===== src/hdl/scps_pkg.sv =====
// Types, widths and helpers for the segment closest point snap pipeline.
package scps_pkg;

    localparam int CW   = 24;          // coordinate width
    localparam int TW   = CW - 1;      // tolerance width
    localparam int DW   = CW + 1;      // difference width
    localparam int SQW  = 2 * DW;      // product of two differences
    localparam int SW   = SQW + 1;     // sum of two products
    localparam int QW   = CW + 2;      // quotient bits produced by the divider
    localparam int PW   = DW + SW;     // full numerator product a * num
    localparam int OW   = QW + 1;      // signed offset width
    localparam int APBW = 32;

    localparam logic [OW-1:0] OFFCAP = OW'(1) << (CW + 1);

    // register select, paddr[2]
    localparam logic REG_CLAMP = 1'b0;
    localparam logic REG_TOL   = 1'b1;

    typedef logic signed [CW-1:0] t_coord;

    typedef struct packed {
        t_coord query_x;
        t_coord query_y;
        t_coord start_x;
        t_coord start_y;
        t_coord start_z;
        t_coord end_x;
        t_coord end_y;
        t_coord end_z;
    } t_query;

    typedef enum logic [2:0] {
        OC_SNAP_START  = 3'd0,
        OC_SNAP_END    = 3'd1,
        OC_INSIDE      = 3'd2,
        OC_EXTRAP      = 3'd3,
        OC_CLAMP_START = 3'd4,
        OC_CLAMP_END   = 3'd5,
        OC_DEGEN       = 3'd6
    } t_outcome;

    typedef struct packed {
        t_coord   found_x;
        t_coord   found_y;
        t_coord   found_z;
        t_outcome outcome;
    } t_result;

    typedef struct packed {
        logic          clamp;
        logic [TW-1:0] tol;
    } t_cfg;

    // endpoints and decided outcome, carried down the pipe
    typedef struct packed {
        t_coord   sx;
        t_coord   sy;
        t_coord   sz;
        t_coord   ex;
        t_coord   ey;
        t_coord   ez;
        t_outcome oc;
    } t_ctx;

    typedef struct packed {
        logic [SW-1:0]      den;
        logic [SW-1:0]      num_mag;
        logic               num_neg;
        logic [2:0][DW-1:0] a_mag;
        logic [2:0]         a_neg;
        t_ctx               ctx;
    } t_front;

    typedef struct packed {
        logic [SW-1:0] rem;
        logic [QW-1:0] q;
        logic [QW-1:0] pl;     // numerator bits not yet shifted in
        logic          neg;
        logic          ovf;
    } t_lane;

    typedef struct packed {
        logic [SW-1:0]  den;
        t_lane [2:0]    lane;
        t_ctx           ctx;
    } t_div;

    function automatic logic signed [DW-1:0] ext_c(input t_coord v);
        return {v[CW-1], v};
    endfunction

    function automatic t_coord sat_coord(input logic signed [OW:0] v);
        if ((&v[OW:CW-1]) || !(|v[OW:CW-1]))
            return v[CW-1:0];
        else if (v[OW])
            return {1'b1, {(CW-1){1'b0}}};
        else
            return {1'b0, {(CW-1){1'b1}}};
    endfunction

endpackage


===== src/hdl/scps_div_step.sv =====
// One restoring-division step: one quotient bit on each of three lanes.
module scps_div_step (
    input  logic           i_clk,
    input  logic           i_rst_n,
    input  logic           i_en,
    input  logic           i_valid,
    input  scps_pkg::t_div i_data,
    output logic           o_valid,
    output scps_pkg::t_div o_data
);
    import scps_pkg::*;

    logic   r_v;
    t_div   r_d;
    t_div   n_d;
    logic [SW:0] trial [3];
    logic [SW:0] diff  [3];
    logic        ge    [3];

    always_comb begin
        n_d = i_data;
        for (int i = 0; i < 3; i++) begin
            trial[i] = {i_data.lane[i].rem, i_data.lane[i].pl[QW-1]};
            diff[i]  = trial[i] - {1'b0, i_data.den};
            ge[i]    = trial[i] >= {1'b0, i_data.den};
            n_d.lane[i].rem = ge[i] ? diff[i][SW-1:0] : trial[i][SW-1:0];
            n_d.lane[i].q   = {i_data.lane[i].q[QW-2:0], ge[i]};
            n_d.lane[i].pl  = {i_data.lane[i].pl[QW-2:0], 1'b0};
        end
    end

    always_ff @(posedge i_clk) begin
        if (!i_rst_n)
            r_v <= 1'b0;
        else if (i_en)
            r_v <= i_valid;
    end

    always_ff @(posedge i_clk) begin
        if (i_en)
            r_d <= n_d;
    end

    assign o_valid = r_v;
    assign o_data  = r_d;

endmodule


===== config.mk =====
export PLATFORM = sky130hd
export DESIGN_NAME = scps_div_step
export DESIGN_NICKNAME = d
export VERILOG_FILES = /design/src/hdl/scps_pkg.sv /design/src/hdl/scps_div_step.sv
export SDC_FILE = /design/constraint.sdc
export NUM_CORES = 1
export LEC_CHECK = 0
export ABC_CLOCK_PERIOD_IN_PS = 4600
export BUFFER_PORTS_ARGS = -buffer_cell sky130_fd_sc_hd__buf_2
export CAP_MARGIN = 40
export CORE_AREA = 2 2 401 403
export DETAILED_ROUTE_END_ITERATION = 10
export DIE_AREA = 0 0 403 405
export PLACE_DENSITY_LB_ADDON = 0.08
export REMOVE_ABC_BUFFERS = 1
export SYNTH_ARGS = -nofsm -noshare
export SYNTH_HDL_FRONTEND = slang
export SYNTH_SLANG_ARGS = --single-unit

===== constraint.sdc =====
create_clock -name i_clk -period 4.6 [get_ports i_clk]
set_input_delay 1.38 -clock i_clk [delete_from_list [all_inputs] [get_ports i_clk]]
set_output_delay 1.38 -clock i_clk [all_outputs]
set_load 0.02 [all_outputs]

Yosys cells after proc, flatten, opt, wreduce, memory -nomap -nowiden. Index checks and enable logic that the tools add are counted. W data, S select, Z words.

Bits in registers: 511. Word-level logic and storage cells: 33. Bits of input ports: 517.

$lt $le $gt $ge: 3. Multiplexer cells: 3. Add/subtract/negate cells: 3.

Operators with widths (count): $ge A52 B51 Y1 (3); $mux W51 (3); $sub A51 B51 Y51 (3).

Logic depth before layout (Yosys ltp).
Depth in word-level cells: 2. Gate-level depth with buffers: 16. Depth with buffers taken out: 14.

Worst setup path before layout. OpenSTA, ideal clock, no wires.

Kind: input to register. Start: input port i_data[279] (netlist name). End: register r_d, in the netlist o_data[309] (data pin). Stages on the path: 13. Buffers on the path: 1. Data arrival time: 4216 ps. Slack: 124 ps. Library setup time: 260 ps. Cells stage by stage: inv_1 ha_1 fa_1 nand2b_1 a21oi_1 o22a_1 o311a_4 a221oi_4 o41ai_4 a31oi_4 o31ai_4 buf_6 mux2_4.

RTL lines: start: declaration (RTL line scps_div_step.sv:7) `input scps_pkg::t_div i_data,`; end signal: assignment (RTL line scps_div_step.sv:41) `r_d <= n_d;`; end: declaration (RTL line scps_div_step.sv:14) `t_div r_d;`.

==> metrics <==
worst-path fanout max=26; critical setup path kind=in2reg; clock transition at the registers of the reported paths=50 ps; post-synthesis sequential area ratio=58.3%; multiplexer share of the synthesized area=3.10%; main combinational cell family by area after synthesis=compound AO/OA/AOI/OAI gates; H-tree levels=3; top post-synthesis cells by area=edfxtp_1, ha_1, a21oi_1; number of flops mapped to enable cells by yosys=510; initial antenna violation count=88; Buf+Inv Stages, Crit Path=6; RSZ-0062 raised after global routing=false; most common cell after layout, fill and taps aside=buf_2; Num CTS Buffers=72; Worst-Margin Slew=954 ps; HPWL after DPL=126000 um; Syn Area/Cell=12.2 um2; pwr dens=396 mW/mm2; commonest non-fill, non-tap cells in the layout=buf_2, edfxtp_1, buf_4, a21oi_1, nand2_1; # clock sinks=511; post-synth top area share=58.3%; Overall Global Routing Usage=17.5%; Async SR Flop Fraction=0%; number of global-route vias before repair=24000; Yosys top cell by area=edfxtp_1; Psw=5060 uW; Chip Height=405 um; Power Internal=10700 uW; synthesized instance count=2158; Filler cells=17300; Slew headroom=36.4%; placed insts=5662; slowest stage delay, CP=400 ps; max-slew violation count=0; Seq pwr share=37.3%; clock network fraction of total power=36.5%; initial DRC count=1141; Synth Area in Compound Gates=14.5%; FP Rows=147; Post-Syn Area=0.0263 mm2; Final period util=94.4%; die width=403 um; cell family with most CP delay=compound AO/OA/AOI/OAI gates; CTS tree=done; Via density=4.01; CP endpoint kind=register; Fin Hold WS=522 ps; Post-Route Skew=0 ps; switch share=32.1%; crit path cell chain=buf_2 > inv_1 > ha_1 > fa_1 > nand2b_1 > a2111oi_0 > buf_4 > o31ai_1 > a31oi_1 > nor2_1 > buf_4 > o41ai_1 > or4_1 > nand2_2 > buf_12 > inv_2 > mux2_2; worst vdd ir=0.229 mV; detailed-route via count=23300; TNS Setup=0 ps; largest net degree at the start of global routing=83; Synth Flop Type=edfxtp_1; Routed WL=148000 um; DP Area=0.0374 mm2; Routed Antenna Nets=0; Yosys warnings=0; first-pass GRT wire length=197000 um; outcome=complete, no violations; Worst-Skew Late Latency=680 ps; final hold vios=0; XOR/XNOR share of the synthesized area=4.73%; Routed WL per cell=25.5 um; crit start category=primary input; Worst Hold Class=reg2reg; drt first pass iters=5; max-cap viol count=0; post-synth cell types=74; DIE AREA=0.163 mm2; f_max=0.230 GHz; post-synthesis register bit count=511; Starting Density=16.5%; GPL Wtd Cong=0.815; leakage dissipation=0.0176 uW; layout cells sized above 1=45.3%; gr ovfl total=0; CTS root buf=clkbuf_16; Total Nets Final=4323; setup violators final=0; Worst EP required=4980 ps; I/O pins=1031; Area Overhead vs Synth=51.4%; Arrival @ worst endpoint=4730 ps; post-synthesis simple-gate area fraction=8.88%; Final Cell Area=0.0398 mm2; maximum clock path buffer count=3; slowest cell on the critical path=fa_1; core area=0.159 mm2; IO Port Bufs=1024; fin crit period=4340 ps; combinational fraction of design power=26.3%; Residual DRC=0; post-synthesis adder-cell area fraction=7.51%; cell mode on critical path=buf_4; Final Non-Filler Cells=5799
-- worst register-to-register path: cells and delay by family (launching register included) --
kind	cells	cell delay (ps)
muxes	1	120
DFF	1	310
and+or+nand+nor	1	60
-- path summary, 6_finish.rpt --
check / slack (ps) / cells past startpoint / from / endpoint
worst max-delay path: 260 / 17 / i_data[384] / o_data[459]$_DFFE_PP_
worst min-delay path: 520 / 2 / o_valid$_SDFFE_PN0P_ / o_valid$_SDFFE_PN0P_
worst max register to register: 4020 / 2 / o_valid$_SDFFE_PN0P_ / o_valid$_SDFFE_PN0P_
worst min register to register: 520 / 2 / o_valid$_SDFFE_PN0P_ / o_valid$_SDFFE_PN0P_
-- layout make-up --
| class | instances | area (um2) | share of cell area [%] |
|---|---|---|---|
| Tap cell | 2086 | 2610 | 6.56 |
| Sequential cell | 511 | 15300 | 38.5 |
| Clock inverter | 39 | 514 | 1.29 |
| Multi-Input combinational cell | 1465 | 10200 | 25.6 |
| Timing Repair Buffer | 1500 | 8870 | 22.3 |
| Clock buffer | 90 | 1870 | 4.70 |
| Antenna cell | 8 | 20.0 | 0.0503 |
| Inverter | 100 | 375 | 0.943 |
-- routing by layer --
layer / global-route usage, % / routed length, um / up-vias
met5: 0 / 426 / -
met4: 4.15 / 3300 / 68
met3: 5.31 / 10500 / 232
met2: 33.1 / 78200 / 704
met1: 18.7 / 55300 / 11100
li1: - / - / 11100
-- power groups by stage --
stage	clock network (uW)	logic, uW	registers [uW]
2_1_floorplan	0	1400	6590
3_3_place_gp	0	4270	5970
3_5_place_dp	0	4230	5970
4_1_cts	6020	4250	5890
5_1_grt	6170	4480	5920
6_report	5750	4140	5880
-- synth_stat cells, drive strengths merged (5+ instances only) --
cell / n
xor2: 68
and3: 11
ha: 153
nor3: 17
nor4: 10
o21a: 12
xnor2: 74
o31a: 5
a21oi: 215
o21ai: 166
and4: 5
o211ai: 9
or3: 13
nand2b: 22
o31ai: 9
nand2: 173
a211oi: 11
inv: 100
nand3: 30
nand4: 49
or4: 6
a41oi: 5
or2: 6
buf: 19
clkbuf: 65
a21boi: 12
nor2: 116
and2: 15
nor2b: 18
edfxtp: 510
a31oi: 16
a211o: 6
a21o: 74
o21bai: 33
a2111oi: 8
mux2: 54
-- per-stage QoR --
stage                     worst slack, ps  power [uW]  util [%]
after detailed placement             -681       10200      23.5
after global routing                 4.67       16600      25.0
after floorplan                     -1470        7990         -
final                                 257       15800      25.0
after global placement               -723       10200      23.5
after CTS                            77.3       16200      25.0
-- state kept, by name, summed over array words and instances (netlist names) --
signal and flops:
o_data 510, o_valid 1
-- cells by family after synthesis --
| group | count (synthesis) |
|---|---|
| buffers and inverters | 184 |
| other | 1 |
| DFF | 511 |
| xor gates and xnor gates | 142 |
| adders and majority gates | 156 |
| AOI/OAI and AO/OA | 613 |
| and+or+nand+nor | 494 |
| muxes | 57 |
-- timing repair --
item / in CTS / in global routing
setup endpoints to repair: 0 / 3
gates resized for setup: 0 / 2
setup buffers: 0 / 0
hold buffers: 0 / 0
Note: power is estimated with default switching activity, not from simulation.
