$ cat config.mk
export PLATFORM = sky130hd
export DESIGN_NAME = scps_back
export DESIGN_NICKNAME = d
export VERILOG_FILES = /design/src/hdl/scps_pkg.sv /design/src/hdl/scps_back.sv
export SDC_FILE = /design/constraint.sdc
export NUM_CORES = 1
export LEC_CHECK = 0
export BUFFER_PORTS_ARGS = -buffer_cell sky130_fd_sc_hd__clkbuf_2
export CAP_MARGIN = 40
export CORE_ASPECT_RATIO = 1.1
export CORE_MARGIN = 8
export CORE_UTILIZATION = 35
export CTS_CLUSTER_DIAMETER = 40
export DETAILED_ROUTE_END_ITERATION = 7
export GPL_TIMING_DRIVEN = 0
export PLACE_DENSITY_LB_ADDON = 0.25
export SYNTH_ARGS = -nofsm -noshare
export SYNTH_HDL_FRONTEND = slang
export SYNTH_SLANG_ARGS = --single-unit
$ cat constraint.sdc
create_clock -name i_clk -period 9.37 [get_ports i_clk]
set_clock_uncertainty 0.1 [all_clocks]
set_input_delay 1.4055 -clock i_clk [delete_from_list [all_inputs] [get_ports i_clk]]
set_output_delay 1.4055 -clock i_clk [all_outputs]
set_load 0.03 [all_outputs]
$ cat src/hdl/scps_pkg.sv
// Types, widths and helpers for the segment closest point snap pipeline.
package scps_pkg;

    localparam int CW   = 24;          // coordinate width
    localparam int TW   = CW - 1;      // tolerance width
    localparam int DW   = CW + 1;      // difference width
    localparam int SQW  = 2 * DW;      // product of two differences
    localparam int SW   = SQW + 1;     // sum of two products
    localparam int QW   = CW + 2;      // quotient bits produced by the divider
    localparam int PW   = DW + SW;     // full numerator product a * num
    localparam int OW   = QW + 1;      // signed offset width
    localparam int APBW = 32;

    localparam logic [OW-1:0] OFFCAP = OW'(1) << (CW + 1);

    // register select, paddr[2]
    localparam logic REG_CLAMP = 1'b0;
    localparam logic REG_TOL   = 1'b1;

    typedef logic signed [CW-1:0] t_coord;

    typedef struct packed {
        t_coord query_x;
        t_coord query_y;
        t_coord start_x;
        t_coord start_y;
        t_coord start_z;
        t_coord end_x;
        t_coord end_y;
        t_coord end_z;
    } t_query;

    typedef enum logic [2:0] {
        OC_SNAP_START  = 3'd0,
        OC_SNAP_END    = 3'd1,
        OC_INSIDE      = 3'd2,
        OC_EXTRAP      = 3'd3,
        OC_CLAMP_START = 3'd4,
        OC_CLAMP_END   = 3'd5,
        OC_DEGEN       = 3'd6
    } t_outcome;

    typedef struct packed {
        t_coord   found_x;
        t_coord   found_y;
        t_coord   found_z;
        t_outcome outcome;
    } t_result;

    typedef struct packed {
        logic          clamp;
        logic [TW-1:0] tol;
    } t_cfg;

    // endpoints and decided outcome, carried down the pipe
    typedef struct packed {
        t_coord   sx;
        t_coord   sy;
        t_coord   sz;
        t_coord   ex;
        t_coord   ey;
        t_coord   ez;
        t_outcome oc;
    } t_ctx;

    typedef struct packed {
        logic [SW-1:0]      den;
        logic [SW-1:0]      num_mag;
        logic               num_neg;
        logic [2:0][DW-1:0] a_mag;
        logic [2:0]         a_neg;
        t_ctx               ctx;
    } t_front;

    typedef struct packed {
        logic [SW-1:0] rem;
        logic [QW-1:0] q;
        logic [QW-1:0] pl;     // numerator bits not yet shifted in
        logic          neg;
        logic          ovf;
    } t_lane;

    typedef struct packed {
        logic [SW-1:0]  den;
        t_lane [2:0]    lane;
        t_ctx           ctx;
    } t_div;

    function automatic logic signed [DW-1:0] ext_c(input t_coord v);
        return {v[CW-1], v};
    endfunction

    function automatic t_coord sat_coord(input logic signed [OW:0] v);
        if ((&v[OW:CW-1]) || !(|v[OW:CW-1]))
            return v[CW-1:0];
        else if (v[OW])
            return {1'b1, {(CW-1){1'b0}}};
        else
            return {1'b0, {(CW-1){1'b1}}};
    endfunction

endpackage

$ cat src/hdl/scps_back.sv
// Back stages: rounding and capping of offsets, final sum, result selection.
module scps_back (
    input  logic              i_clk,
    input  logic              i_rst_n,
    input  logic              i_en,
    input  logic              i_valid,
    input  scps_pkg::t_div    i_data,
    output logic              o_valid,
    output scps_pkg::t_result o_data
);
    import scps_pkg::*;

    logic                        r1_v, r2_v;
    logic signed [2:0][OW-1:0]   r1_off;
    t_ctx                        r1_ctx;
    t_result                     r2_d;
    logic [OW-1:0]               qr  [3];
    logic [OW-1:0]               qm  [3];
    logic                        rb  [3];
    logic signed [OW:0]          sum [3];
    t_coord                      pt  [3];

    // round half away from zero on the magnitude, then cap
    always_comb begin
        for (int i = 0; i < 3; i++) begin
            rb[i] = {i_data.lane[i].rem, 1'b0} >= {1'b0, i_data.den};
            qr[i] = {1'b0, i_data.lane[i].q} + OW'(rb[i]);
            qm[i] = (i_data.lane[i].ovf || qr[i] > OFFCAP) ? OFFCAP : qr[i];
        end
    end

    always_comb begin
        sum[0] = (OW+1)'(ext_c(r1_ctx.sx)) + (OW+1)'(signed'(r1_off[0]));
        sum[1] = (OW+1)'(ext_c(r1_ctx.sy)) + (OW+1)'(signed'(r1_off[1]));
        sum[2] = (OW+1)'(ext_c(r1_ctx.sz)) + (OW+1)'(signed'(r1_off[2]));
        for (int i = 0; i < 3; i++)
            pt[i] = sat_coord(sum[i]);
    end

    always_ff @(posedge i_clk) begin
        if (!i_rst_n) begin
            r1_v <= 1'b0;
            r2_v <= 1'b0;
        end else if (i_en) begin
            r1_v <= i_valid;
            r2_v <= r1_v;
        end
    end

    always_ff @(posedge i_clk) begin
        if (i_en) begin
            for (int i = 0; i < 3; i++)
                r1_off[i] <= i_data.lane[i].neg ? OW'(-qm[i]) : qm[i];
            r1_ctx <= i_data.ctx;

            r2_d.outcome <= r1_ctx.oc;
            case (r1_ctx.oc) inside
                OC_SNAP_START, OC_CLAMP_START, OC_DEGEN: begin
                    r2_d.found_x <= r1_ctx.sx;
                    r2_d.found_y <= r1_ctx.sy;
                    r2_d.found_z <= r1_ctx.sz;
                end
                OC_SNAP_END, OC_CLAMP_END: begin
                    r2_d.found_x <= r1_ctx.ex;
                    r2_d.found_y <= r1_ctx.ey;
                    r2_d.found_z <= r1_ctx.ez;
                end
                default: begin
                    r2_d.found_x <= pt[0];
                    r2_d.found_y <= pt[1];
                    r2_d.found_z <= pt[2];
                end
            endcase
        end
    end

    assign o_valid = r2_v;
    assign o_data  = r2_d;

endmodule

# Word level (Yosys, flattened, before mapping)
# Index checks and enable logic that the tools add are counted.
[totals]
ff_bits = 305
out_inout_bits = 76
wordCells = 67
in_bits = 517
[classes]
n_reduce_logical = 18
mux = 14
n_eq_ne = 4
add_sub_neg = 9
magnitude_cmp = 6
[op_table]
columns = ["cell", "n"]
rows = [
  ["27-bit two-way mux", 6],
  ["52-bit by 51-bit greater-or-equal comparator with 1-bit output", 3],
  ["24-bit two-way mux", 6],
  ["72-bit two-way mux", 2],
  ["24-bit by 27-bit adder with 28-bit output", 3],
  ["26-bit by 1-bit adder with 27-bit output", 3],
  ["27-bit by 26-bit > comparator with 1-bit output (second input constant)", 3],
  ["27-bit negation", 3],
  ["5-bit AND reduction", 3],
  ["5-bit OR reduction", 3],
  ["3-bit == test (second input constant)", 3],
  ["1-bit logical OR", 6],
  ["3-bit by 1-bit == test with 1-bit output (second input constant)", 1],
  ["1-bit logical NOT", 3],
  ["3-bit logical NOT", 1],
  ["3-bit OR reduction", 1],
  ["2-bit OR reduction", 1],
]

# Logic depth before layout (Yosys ltp)
[logic_depth]
ltp_word = 7
depth_mapped = 34
mapped_depth_nobuf = 31

# Worst setup path after synthesis
# No wires, ideal clock.
[synth_timing]
path_type = "input port to flip-flop"
startpoint = "in i_data[464] (netlist name)"
endpoint = "reg r1_off[76] (netlist name), data pin"
setup_time_ns = 0.263
path_slack_ns = 1.554
path_stages = 32
required_time_ns = 9.007
path_buffers = 2
arrival_ns = 7.454
cell_sequence = "inv_1 ha_1 a21oi_1 o211ai_1 a21o_1 a21o_1 a21o_1 a21o_1 a21oi_1 o221ai_1 a2111oi_0 o211ai_1 ha_1 ha_1 nand4_1 nor3_2 or4_1 a31o_2 or4_1 o31ai_2 o2111a_2 buf_4 nand2_1 ha_1 o21ai_0 nor4b_1 nand2_1 or3_1 clkbuf_1 nor2_1 nor3b_1 a21oi_1"
[synth_via]
elab_chain_cells = 7
[synth_rtl]
columns = ["element", "line_no", "source"]
rows = [
  ["from (decl)", "scps_back.sv:7", "input scps_pkg::t_div i_data,"],
  ["52-bit by 51-bit greater-or-equal comparator with 1-bit output (*)", "scps_back.sv:26", "rb[i] = {i_data.lane[i].rem, 1'b0} >= {1'b0, i_data.den};"],
  ["26-bit by 1-bit adder with 27-bit output (*)", "scps_back.sv:27", "qr[i] = {1'b0, i_data.lane[i].q} + OW'(rb[i]);"],
  ["27-bit by 26-bit > comparator with 1-bit output", "scps_back.sv:28", "qm[i] = (i_data.lane[i].ovf || qr[i] > OFFCAP) ? OFFCAP : qr[i];"],
  ["1-bit logical OR", "scps_back.sv:28", ""],
  ["27-bit two-way mux (*)", "scps_back.sv:28", ""],
  ["27-bit negation", "scps_back.sv:53", "r1_off[i] <= i_data.lane[i].neg ? OW'(-qm[i]) : qm[i];"],
  ["27-bit two-way mux (*)", "scps_back.sv:53", ""],
  ["to (signal, indexed assignment)", "scps_back.sv:53", ""],
  ["to (decl)", "scps_back.sv:14", "logic signed [2:0][OW-1:0] r1_off;"],
]
# Every way passes the cells marked *; elsewhere a longest branch is shown, timed or not.
# A chain may end at the register's enable or synchronous reset.

# Worst setup path after layout
[layout_timing]
startpoint = "in i_data[507] (netlist name)"
endpoint = "reg r1_off[22] (netlist name), data pin"
# Same word-level chain as after synthesis.

==> out/metrics.json <==
{
  "fp.dieArea": {"value": 76090, "unit": "um2"},
  "clock_tree.root_cell": {"value": "sky130_fd_sc_hd__clkbuf_16"},
  "ctsHtreeMaxLevel": {"value": 2},
  "netlist_top_cells_count": {"value": "303 x sky130_fd_sc_hd__edfxtp_1, 240 x sky130_fd_sc_hd__ha_1, 203 x sky130_fd_sc_hd__nand2_1"},
  "cts.hold.buffers_added": {"value": 0},
  "vias": {"value": 21380},
  "criticalPathCategory": {"value": "in2reg"},
  "timing.critical_path.slowest_stage_cell": {"value": "sky130_fd_sc_hd__nor4_1"},
  "nNetsFinal": {"value": 3805},
  "crit_required": {"value": 9580, "unit": "ps"},
  "cap_viol_max_count": {"value": 0},
  "grt_setup_unrepaired": {"value": "no"},
  "via_per_inst": {"value": 5.409},
  "synth.yosys.warnings": {"value": 0},
  "setup.worst_path.start": {"value": "i_data[507]"},
  "yosysSeqAreaShare": {"value": 38.67, "unit": "%"},
  "totalNegativeSetupSlack": {"value": 0, "unit": "ps"},
  "yosys-top-cells-area": {"value": "sky130_fd_sc_hd__edfxtp_1 39%, sky130_fd_sc_hd__ha_1 13%, sky130_fd_sc_hd__o21ai_0 4.2%"},
  "post-synth-top-count-cell": {"value": "sky130_fd_sc_hd__edfxtp_1"},
  "critPathMaxFanout": {"value": 10},
  "initialDrtViolationCount": {"value": 1197},
  "numPlacedInstances": {"value": 3865},
  "dp.final_hpwl": {"value": 70610, "unit": "um"},
  "setup-violations-final": {"value": 0},
  "global_route_wire_length_before_repair": {"value": 126000, "unit": "um"},
  "power.density_cell_area": {"value": 168.3, "unit": "nW/um2"},
  "clock-sinks": {"value": 305},
  "final_cycle_utilization_of_the_critical_path": {"value": 95.06, "unit": "%"},
  "final_cell_count_no_fill": {"value": 3952},
  "row_count": {"value": 100},
  "die_y": {"value": 288.5, "unit": "um"},
  "synth_nets": {"value": 3261},
  "drtAntennaViolNets": {"value": 0},
  "netlist.area_leader.share": {"value": 38.50, "unit": "%"},
  "post_synth_instance_area": {"value": 23630, "unit": "um2"},
  "timing.reg2reg.setup_slack": {"value": 4330, "unit": "ps"},
  "first_global_vias": {"value": 21400},
  "synth_async_sr_flop_share": {"value": 0, "unit": "%"},
  "clkLatencyLatePin": {"value": 580, "unit": "ps"},
  "maximum_number_of_pins_on_one_net_before_global_route_repair": {"value": 112},
  "gp_routability_congestion": {"value": 0.9209},
  "min-delay-path-class": {"value": "reg2reg"},
  "hold_viol": {"value": 0},
  "cts-root-to-sink-buffers": {"value": 3},
  "design.core.area": {"value": 67190, "unit": "um2"},
  "dpl_cell_area": {"value": 27260, "unit": "um2"},
  "grt_antenna_before_repair": {"value": 8},
  "synth.ff_latch_count": {"value": 305},
  "num_io_pins": {"value": 593},
  "r2r_start": {"value": "r1_ctx[75]"},
  "cp_data_arrival_time": {"value": 9110, "unit": "ps"},
  "hold_end": {"value": "r1_v"},
  "syn_area_per_cell": {"value": 9.448, "unit": "um2"},
  "hold_path.startpoint": {"value": "r1_v"},
  "critical_path.reg2reg.endpoint": {"value": "o_data[17]"},
  "whs": {"value": 423.3, "unit": "ps"},
  "tritoncts": {"value": "done"},
  "final_routed_wirelength": {"value": 85420, "unit": "um"},
  "synth_area_leader_cell": {"value": "sky130_fd_sc_hd__edfxtp_1"},
  "grt.total_usage": {"value": 21.25, "unit": "%"},
  "synthToLayoutAreaGrowth": {"value": 21.89, "unit": "%"},
  "min_path_cells": {"value": 2},
  "crit_path_max_incr_delay": {"value": 660, "unit": "ps"},
  "synth_cell_types": {"value": 95},
  "cp-end-kind": {"value": "register"},
  "drt-pass1-iter-count": {"value": 5},
  "layout-drive-gt1-share": {"value": 21.05, "unit": "%"},
  "clock.fmax": {"value": 112.3, "unit": "MHz"},
  "fin_ws": {"value": 463.2, "unit": "ps"},
  "port-buffer-count": {"value": 492},
  "tightest_slew": {"value": 913.2, "unit": "ps"},
  "post-route-util": {"value": 42.87, "unit": "%"},
  "postSynth.topFlopCell": {"value": "sky130_fd_sc_hd__edfxtp_1"},
  "post_drt_wl_per_cell": {"value": 21.62, "unit": "um"},
  "design_power_total": {"value": 4.848, "unit": "mW"},
  "max-vdd-ir-drop": {"value": 0.1049, "unit": "mV"},
  "path_clk_slew": {"value": 60, "unit": "ps"},
  "status": {"value": "finished clean"},
  "timing.slew.headroom": {"value": 39.12, "unit": "%"},
  "finalMaxSlewViolations": {"value": 0},
  "grt.overflow.total": {"value": 0},
  "initial_core_util": {"value": 35.17, "unit": "%"},
  "fp.dieW": {"value": 263.7, "unit": "um"},
  "final_area": {"value": 28800, "unit": "um2"},
  "timing.reg2reg.worst_path_depth": {"value": 15},
  "place_worst_setup_slack": {"value": -360.5, "unit": "ps"},
  "worst_setup_path_start_kind": {"value": "input pin"},
  "synth-edff-count": {"value": 303},
  "fill_cells": {"value": 6660},
  "tritoncts.num_buffers": {"value": 45},
  "fin_crit": {"value": 8907, "unit": "ps"},
  "post-route-drc-count": {"value": 0},
  "power.leakage": {"value": 12.20, "unit": "nW"},
  "post_synth_inst_count": {"value": 2501}
}
==> timing repair <==
item / 4_1_cts / 5_1_grt
setup buffers: 0 / 0
setup endpoints to repair: 0 / 2
resized for setup: 0 / 2
==> final cells by class <==
type                    instances  area [um2]  area share, %
diodes                          6       15.01        0.05213
inverters                     113       424.2          1.473
repair buffers                497        2550          8.853
clock buffers                  48        1137          3.949
plain buffers                 103       430.4          1.494
clock inverters                33       375.4          1.303
multi-input cells            1980       13650          47.38
well taps                     867        1085          3.766
flip-flops and latches        305        9139          31.73
==> cells by family after synthesis <==
logic type                 after synthesis  share of synthesized area [%]
AOI/OAI and AO/OA                      731                          20.09
xor gates and xnor gates               171                          6.396
adders and majority gates              243                          12.96
buffers and inverters                  216                          3.616
DFF                                    305                          38.67
muxes                                   19                         0.8207
and+or+nand+nor                        816                          17.44
==> worst max path at each step <==
stage,endpoint,depth (start not counted)
floorplan,r1_off[76],32
global placement,r1_off[22],31
CTS,r1_off[22],31
finish,r1_off[22],31
global route,r1_off[47],35
detailed placement,r1_off[22],31
==> layer usage <==
layer / part of all wire (%) / wire length (um) / track usage [%]
met1: 41 / 35370 / 25.44
met2: 50 / 42680 / 38.69
met3: 6.5 / 5572 / 4.716
met4: 2.0 / 1739 / 4.787
met5: 0.078 / 67 / 0
==> critical path, delay by kind of cell <==
kind	cells	cell delay (ps)
and+or+nand+nor	11	3550
AOI/OAI and AO/OA	9	2100
adders and majority gates	4	970
buffers and inverters	5	800
xor gates and xnor gates	1	180
muxes	1	90
==> layout by cell type, fill, tap and decap left out, types with 12 or more instances in the layout <==
master                        n
sky130_fd_sc_hd__clkbuf_2   491
sky130_fd_sc_hd__edfxtp_1   303
sky130_fd_sc_hd__ha_1       240
sky130_fd_sc_hd__nand2_1    203
sky130_fd_sc_hd__o21ai_0    198
sky130_fd_sc_hd__nor2_1     162
sky130_fd_sc_hd__a21oi_1    157
sky130_fd_sc_hd__inv_1      112
sky130_fd_sc_hd__xnor2_1    101
sky130_fd_sc_hd__a21o_1      95
sky130_fd_sc_hd__nand3_1     91
sky130_fd_sc_hd__clkbuf_1    81
sky130_fd_sc_hd__xor2_1      69
sky130_fd_sc_hd__nand4_1     60
sky130_fd_sc_hd__nor3_1      57
sky130_fd_sc_hd__or3_1       46
sky130_fd_sc_hd__clkbuf_16   45
sky130_fd_sc_hd__nand2b_1    35
sky130_fd_sc_hd__and3_1      34
sky130_fd_sc_hd__nor2b_1     34
sky130_fd_sc_hd__a211oi_1    32
sky130_fd_sc_hd__o22ai_1     32
sky130_fd_sc_hd__o21a_1      28
sky130_fd_sc_hd__buf_2       21
sky130_fd_sc_hd__o31ai_1     19
sky130_fd_sc_hd__o211ai_1    17
sky130_fd_sc_hd__mux2i_1     16
sky130_fd_sc_hd__a31oi_1     16
sky130_fd_sc_hd__nor4_1      15
sky130_fd_sc_hd__or4_1       14
sky130_fd_sc_hd__and2_1      13
sky130_fd_sc_hd__or2_2       12
==> report_power, final <==
| part | switching, mW | internal [mW] | leakage [nW] |
|---|---|---|---|
| Combinational | 0.884 | 0.540 | 8.51 |
| Sequential | 0.0745 | 1.68 | 2.97 |
| Clock | 0.700 | 0.974 | 0.723 |
==> state kept, by name (all words and copies together) (netlist names) <==
signal,count
o_data,75
r1_v,1
r1_off,81
r1_ctx,147
o_valid,1
No activity file was read; power rests on OpenSTA's default activity.
